**config.mk**
```make
export PLATFORM = sky130hd
export DESIGN_NAME = tefc_div
export DESIGN_NICKNAME = d
export VERILOG_FILES = /design/src/rtl/core/tefc_pkg.sv /design/src/rtl/core/tefc_div.sv
export SDC_FILE = /design/constraint.sdc
export NUM_CORES = 1
export LEC_CHECK = 0
export BUFFER_PORTS_ARGS = -buffer_cell sky130_fd_sc_hd__buf_2
export CAP_MARGIN = 5
export CELL_PAD_IN_SITES_DETAIL_PLACEMENT = 1
export CELL_PAD_IN_SITES_GLOBAL_PLACEMENT = 2
export CORE_ASPECT_RATIO = 1.4
export CORE_MARGIN = 1
export CORE_UTILIZATION = 35
export CTS_CLUSTER_SIZE = 25
export DETAILED_ROUTE_END_ITERATION = 8
export PLACE_DENSITY = 0.84
export SLEW_MARGIN = 0
export SYNTH_ARGS = -nofsm -noshare
export SYNTH_HDL_FRONTEND = slang
export SYNTH_SLANG_ARGS = --single-unit
```
**constraint.sdc**
```tcl
create_clock -name i_clk -period 4.7 [get_ports i_clk]
set_clock_uncertainty 0.2 [all_clocks]
set_input_delay 0.47 -clock i_clk [delete_from_list [all_inputs] [get_ports i_clk]]
set_output_delay 0.47 -clock i_clk [all_outputs]
set_load 0.01 [all_outputs]
```
**src/rtl/core/tefc_pkg.sv**
```systemverilog
package tefc_pkg;

    localparam int MAX_TREES    = 16;
    localparam int MAX_NODES    = 256;
    localparam int MAX_FEATURES = 16;
    localparam int MAX_CLASSES  = 4;
    localparam int MAX_DEPTH    = 32;

    localparam int TW  = $clog2(MAX_TREES);
    localparam int NW  = $clog2(MAX_NODES);
    localparam int FW  = $clog2(MAX_FEATURES);
    localparam int CW  = $clog2(MAX_CLASSES);
    localparam int SW  = TW + NW;
    localparam int DW  = $clog2(MAX_DEPTH + 1);
    localparam int ACW = 42;

    localparam logic [2:0] KIND_NODE    = 3'd0;
    localparam logic [2:0] KIND_DELTA   = 3'd1;
    localparam logic [2:0] KIND_FEATURE = 3'd2;
    localparam logic [2:0] KIND_EXPLAIN = 3'd3;
    localparam logic [2:0] KIND_BIAS    = 3'd4;

    localparam logic [1:0] REG_CLASS   = 2'd0;
    localparam logic [1:0] REG_TREE    = 2'd1;
    localparam logic [1:0] REG_FEATURE = 2'd2;

    typedef struct packed {
        logic [2:0]         kind;
        logic [3:0]         tree;
        logic [7:0]         node;
        logic [7:0]         left_child;
        logic [7:0]         right_child;
        logic [3:0]         feature_index;
        logic signed [31:0] threshold;
        logic [1:0]         class_index;
        logic signed [31:0] value;
    } t_in;

    typedef struct packed {
        logic               is_bias;
        logic [3:0]         feature_index_res;
        logic [1:0]         class_index_res;
        logic signed [31:0] contribution;
        logic               depth_overflow;
        logic               last;
    } t_out;

    typedef struct packed {
        logic             start;
        logic signed [ACW-1:0] dividend;
        logic [4:0]       divisor;
    } t_div_req;

endpackage

```
**src/rtl/core/tefc_div.sv**
```systemverilog
module tefc_div (
    input  logic                               i_clk,
    input  logic                               i_rst_n,
    input  tefc_pkg::t_div_req                 i_req,
    output logic                               o_done,
    output logic signed [31:0]                 o_quot
);
    localparam int W = tefc_pkg::ACW;

    logic [W-1:0]   r_rem_n, n_rem_n;
    logic [W-1:0]   r_q, n_q;
    logic [W-1:0]   r_num, n_num;
    logic [4:0]     r_d;
    logic           r_neg;
    logic [5:0]     r_cnt, n_cnt;
    logic           r_busy;
    logic [W-1:0]   shifted;
    logic           fits;
    logic [W-1:0]   mag;
    logic signed [W:0] sq;

    always_comb begin
        shifted = {r_rem_n[W-2:0], r_num[W-1]};
        fits    = shifted >= {{(W-5){1'b0}}, r_d};
        n_rem_n = fits ? shifted - {{(W-5){1'b0}}, r_d} : shifted;
        n_q     = {r_q[W-2:0], fits};
        n_num   = {r_num[W-2:0], 1'b0};
        n_cnt   = r_cnt - 6'd1;
        mag     = i_req.dividend[W-1] ? W'(-i_req.dividend) : W'(i_req.dividend);
    end

    always_ff @(posedge i_clk) begin
        if (!i_rst_n) begin
            r_busy <= 1'b0;
            o_done <= 1'b0;
        end else begin
            o_done <= 1'b0;
            if (i_req.start) begin
                r_busy  <= 1'b1;
                r_num   <= mag;
                r_rem_n <= '0;
                r_q     <= '0;
                r_d     <= i_req.divisor;
                r_neg   <= i_req.dividend[W-1];
                r_cnt   <= 6'(W);
            end else if (r_busy) begin
                r_rem_n <= n_rem_n;
                r_q     <= n_q;
                r_num   <= n_num;
                r_cnt   <= n_cnt;
                if (r_cnt == 6'd1) begin
                    r_busy <= 1'b0;
                    o_done <= 1'b1;
                end
            end
        end
    end

    always_comb begin
        sq = r_neg ? -$signed({1'b0, r_q}) : $signed({1'b0, r_q});
        if (sq > $signed((W+1)'(32'sh7fffffff)))
            o_quot = 32'sh7fffffff;
        else if (sq < -$signed((W+1)'(33'h080000000)))
            o_quot = 32'sh80000000;
        else
            o_quot = sq[31:0];
    end
endmodule

```
==> results.md <==
- Total negative slack: 0 ns
- Die Y-Extent: ~190 um
- Area of the multi-input gates: 4064 um^2
- Root buffer cell: clkbuf_16
- Final hold vios: 0
- Net Count, Synth: about 900
- Detailed-route via count: 6589
- Initial antenna violation count: 0
- P_leak: ~3.4 nW
- FMAX: around 0.22 GHz
- Least-Margin Pin Slew: approximately 0.89 ns
- Synth cell types: 54
- Final Power: 3.485 mW
- Crit start category: flop
- Reg2reg setup slack: approximately 0.64 ns
- Post-Synth XOR/XNOR Area: a little over a tenth
- Reg area: ~4200 um^2
- Worst r2r dst: r_rem_n[35]$_SDFFCE_PP0P_
- Mapped Area: about 8400 um^2
- Setup-failing EPs final: 0
- Overall global routing resource usage: between 15 and 20%
- Clock transition at path regs: about 0.060 ns
- Number of I/O port buffers: 82
- Period minus WS final: around 4.4 ns
- Fin crit share: roughly 95%
- Critical path data arrival time: 3.78 ns
- FFs w/ async S/R, synth: 0%
- Antenna cells: 0
- First-pass GRT wire length: ~34000 um
- CTS tree: yes
- Area delta synth->final: 17.65%
- Fin area: 9925 um^2
- Adder-Cell Fraction of Synth Area: approximately 1.6%
- Reg2Reg Depth: 7
- Main synth FF type: edfxtp_1
- Max_cap viols: 0
- Area after DPL: approximately 9200 um^2
- Detail Placement HPWL: 14110 um
- Most frequent cells in the layout: edfxtp_1 (137), nor2_1 (107), buf_2 (81)
- Worst vdd ir: approximately 0.28 mV
- Min-delay src: i_req[2]
- DRT antenna net count: 0
- Via-to-Cell Ratio: 5.322
- Clock H-tree levels: 4
- CP Max Fanout: 28
- Starting Density: between 30% and 40%
- First-pass DRT Iterations: 4
- Number of global-route vias before repair: slightly below 7000
- Critical path class: reg -> out
- Pin count of the biggest net entering global routing: 70
- Synth area leader: edfxtp_1
- Min-Delay Path Class: in -> reg
- Total CTS buffers: 17
- Synth Area in Simple Gates: between 20 and 25%
- CP Capture Type: primary output
- Mux share of post-synthesis cell area: 0.6823%
- Largest cells by area after synthesis: edfxtp_1 (49%), xor2_1 (7.4%), nor2_1 (4.8%), xnor2_1 (3.5%), nor2b_1 (3.4%)
- Yosys reg bits: around 140
- Worst Hold Path EP: r_d[2]$_DFFE_PP_
- Grt total ovfl: 0
- Syn. warnings: 0
- Status: complete, no violations
- Avg Cell Area, Syn: about 10 um^2
- Die X: ~130 um
- Full die area: about 25000 um^2
- Worst path required time: slightly above 4 ns
- Layout Utilization: around 42%
- Row count: 66
- Nets@finish: slightly below 1000
- Post-synth top area share: between 40 and 50%
- Power Dens Cells: 351.2 nW/um^2
- Setup bufs post-CTS: 0
- Clock sink count: approximately 140
- Fillers: ~2700
- Slew HR: between 40% and 50%
- WL final: roughly 20000 um
- Most common cell after layout, fill and taps aside: edfxtp_1
- EDFF count, synth: around 140
- Clock Tree Buf Depth: 2
- Clk_lat worst skew: between 0.4 and 0.5 ns
- Reg-to-Reg Start: r_rem_n[9]$_SDFFCE_PP0P_
- Hold path cells: 1
- Share of layout cells above drive strength 1: around 16%
- Slew Limit Fails: 0
- Ports: between 80 and 90
- Largest family of logic cells by synthesized area: simple AND/OR/NAND/NOR gates
- DRT iter0 DRCs: 233
- Compound-Gate Fraction of Synth Area: 12.04%
- Routed len/inst: 16.26 um
- Post-synthesis cell count: 843
- DRC: 0
- Share of the yosys chip area belonging to registers: between 40% and 50%
- Core box area: ~23000 um^2
- GP Congestion: between 0.8 and 0.9
- RSZ-0062 raised after global routing: no
==> report_power, final <==
part,switching (mW),internal (mW)
clock,0.528,0.988
combinational,0.254,0.176
sequential,0.0705,1.47
==> area by class of cell <==
class	count	share of cell area, %
inverters	21	0.7943
clock inverters	13	2.244
flip-flops and latches	139	41.86
multi-input cells	638	40.95
clock buffers	18	4.324
well taps	306	3.858
repair buffers	103	5.976
==> worst max-delay path by stage <==
| stage | startpoint | end | slack, ns | depth (start not counted) |
|---|---|---|---|---|
| after detailed placement | r_q[0]$_SDFFCE_PP0P_ | o_quot[30] | 0.53 | 12 |
| after global routing | r_q[0]$_SDFFCE_PP0P_ | o_quot[3] | 0.03 | 12 |
| after global placement | r_q[0]$_SDFFCE_PP0P_ | o_quot[0] | 0.58 | 11 |
| after floorplan | i_req[47] | r_cnt[0]$_SDFFCE_PP0P_ | 0.06 | 3 |
| after CTS | r_q[0]$_SDFFCE_PP0P_ | o_quot[30] | 0.03 | 12 |
| final | r_q[0]$_SDFFCE_PP0P_ | o_quot[27] | 0.25 | 12 |
==> sequential cells by signal, indices dropped and copies added, names as in the netlist <==
name     cells
r_q         42
r_d          5
r_neg        1
r_rem_n     41
r_num       42
o_done       1
r_cnt        6
r_busy       1
==> metrics by stage <==
stage               instances  setup slack (ns)  hold slack [ns]
global placement         1203            0.5800           0.2298
global route             1238           0.03225         0.008589
detailed placement       1203            0.5290           0.2422
finish                   1238            0.2543          0.02122
CTS                      1238           0.03380        0.0009481
floorplan                 843           0.06012           0.2145
==> cell usage after synthesis (2+ instances only) <==
library cell  instances
xor2_1               71
a21oi_1              53
nand3b_1              4
nor4_1               23
and3_1                2
nand2b_1             19
nand3_1              11
buf_2                 2
and4_1                2
o31ai_1              25
dfxtp_1               2
o21ai_0              57
clkbuf_1             38
ha_1                  9
or3_1                16
inv_1                21
buf_1                 5
nor3_1               33
or2_2                 4
edfxtp_1            137
a31o_2                3
o41ai_1              16
and2_1                3
nand2_1              34
nor4_2                4
nor2_1              107
nand4b_1              7
mux2i_1               2
o21a_1                3
or4_4                 3
a21o_1                2
nand4_1               7
nor2b_1              46
o21bai_1              2
nor3b_1               2
xnor2_1              34
or4_1                17
==> worst max-delay path, stage by stage (launching register included) <==
cell and delay, ns:
edfxtp_1 0.42, inv_1 0.18, ha_1 0.23, nor3b_2 0.28
nand4_1 0.26, o41ai_1 0.46, xor2_1 0.17, nor4_1 0.34
nand4b_1 0.20, and2_1 0.21, buf_4 0.21, o21ai_0 0.22
buf_2 0.17
==> per-layer routing <==
metal	GRT usage, %	vias up	routed length, um
met3	3.595	31	681
met4	6.364	0	423
met5	0	-	0
li1	-	3243	-
met1	19.22	3206	8507
met2	31.75	109	10520
==> cells by family after synthesis <==
group,count (synthesis)
simple gates,350
buf+inv,66
mux,5
flops,139
compound gates,168
xor+xnor,105
fa+ha+maj,10
==> repair_timing <==
action                                 4_1_cts  5_1_grt
endpoints found under the hold margin        4        0
resized for setup                            0        4
setup endpoints to repair                    0       30
hold buffers                                 4        0
Power figures use the tool's default switching activity.
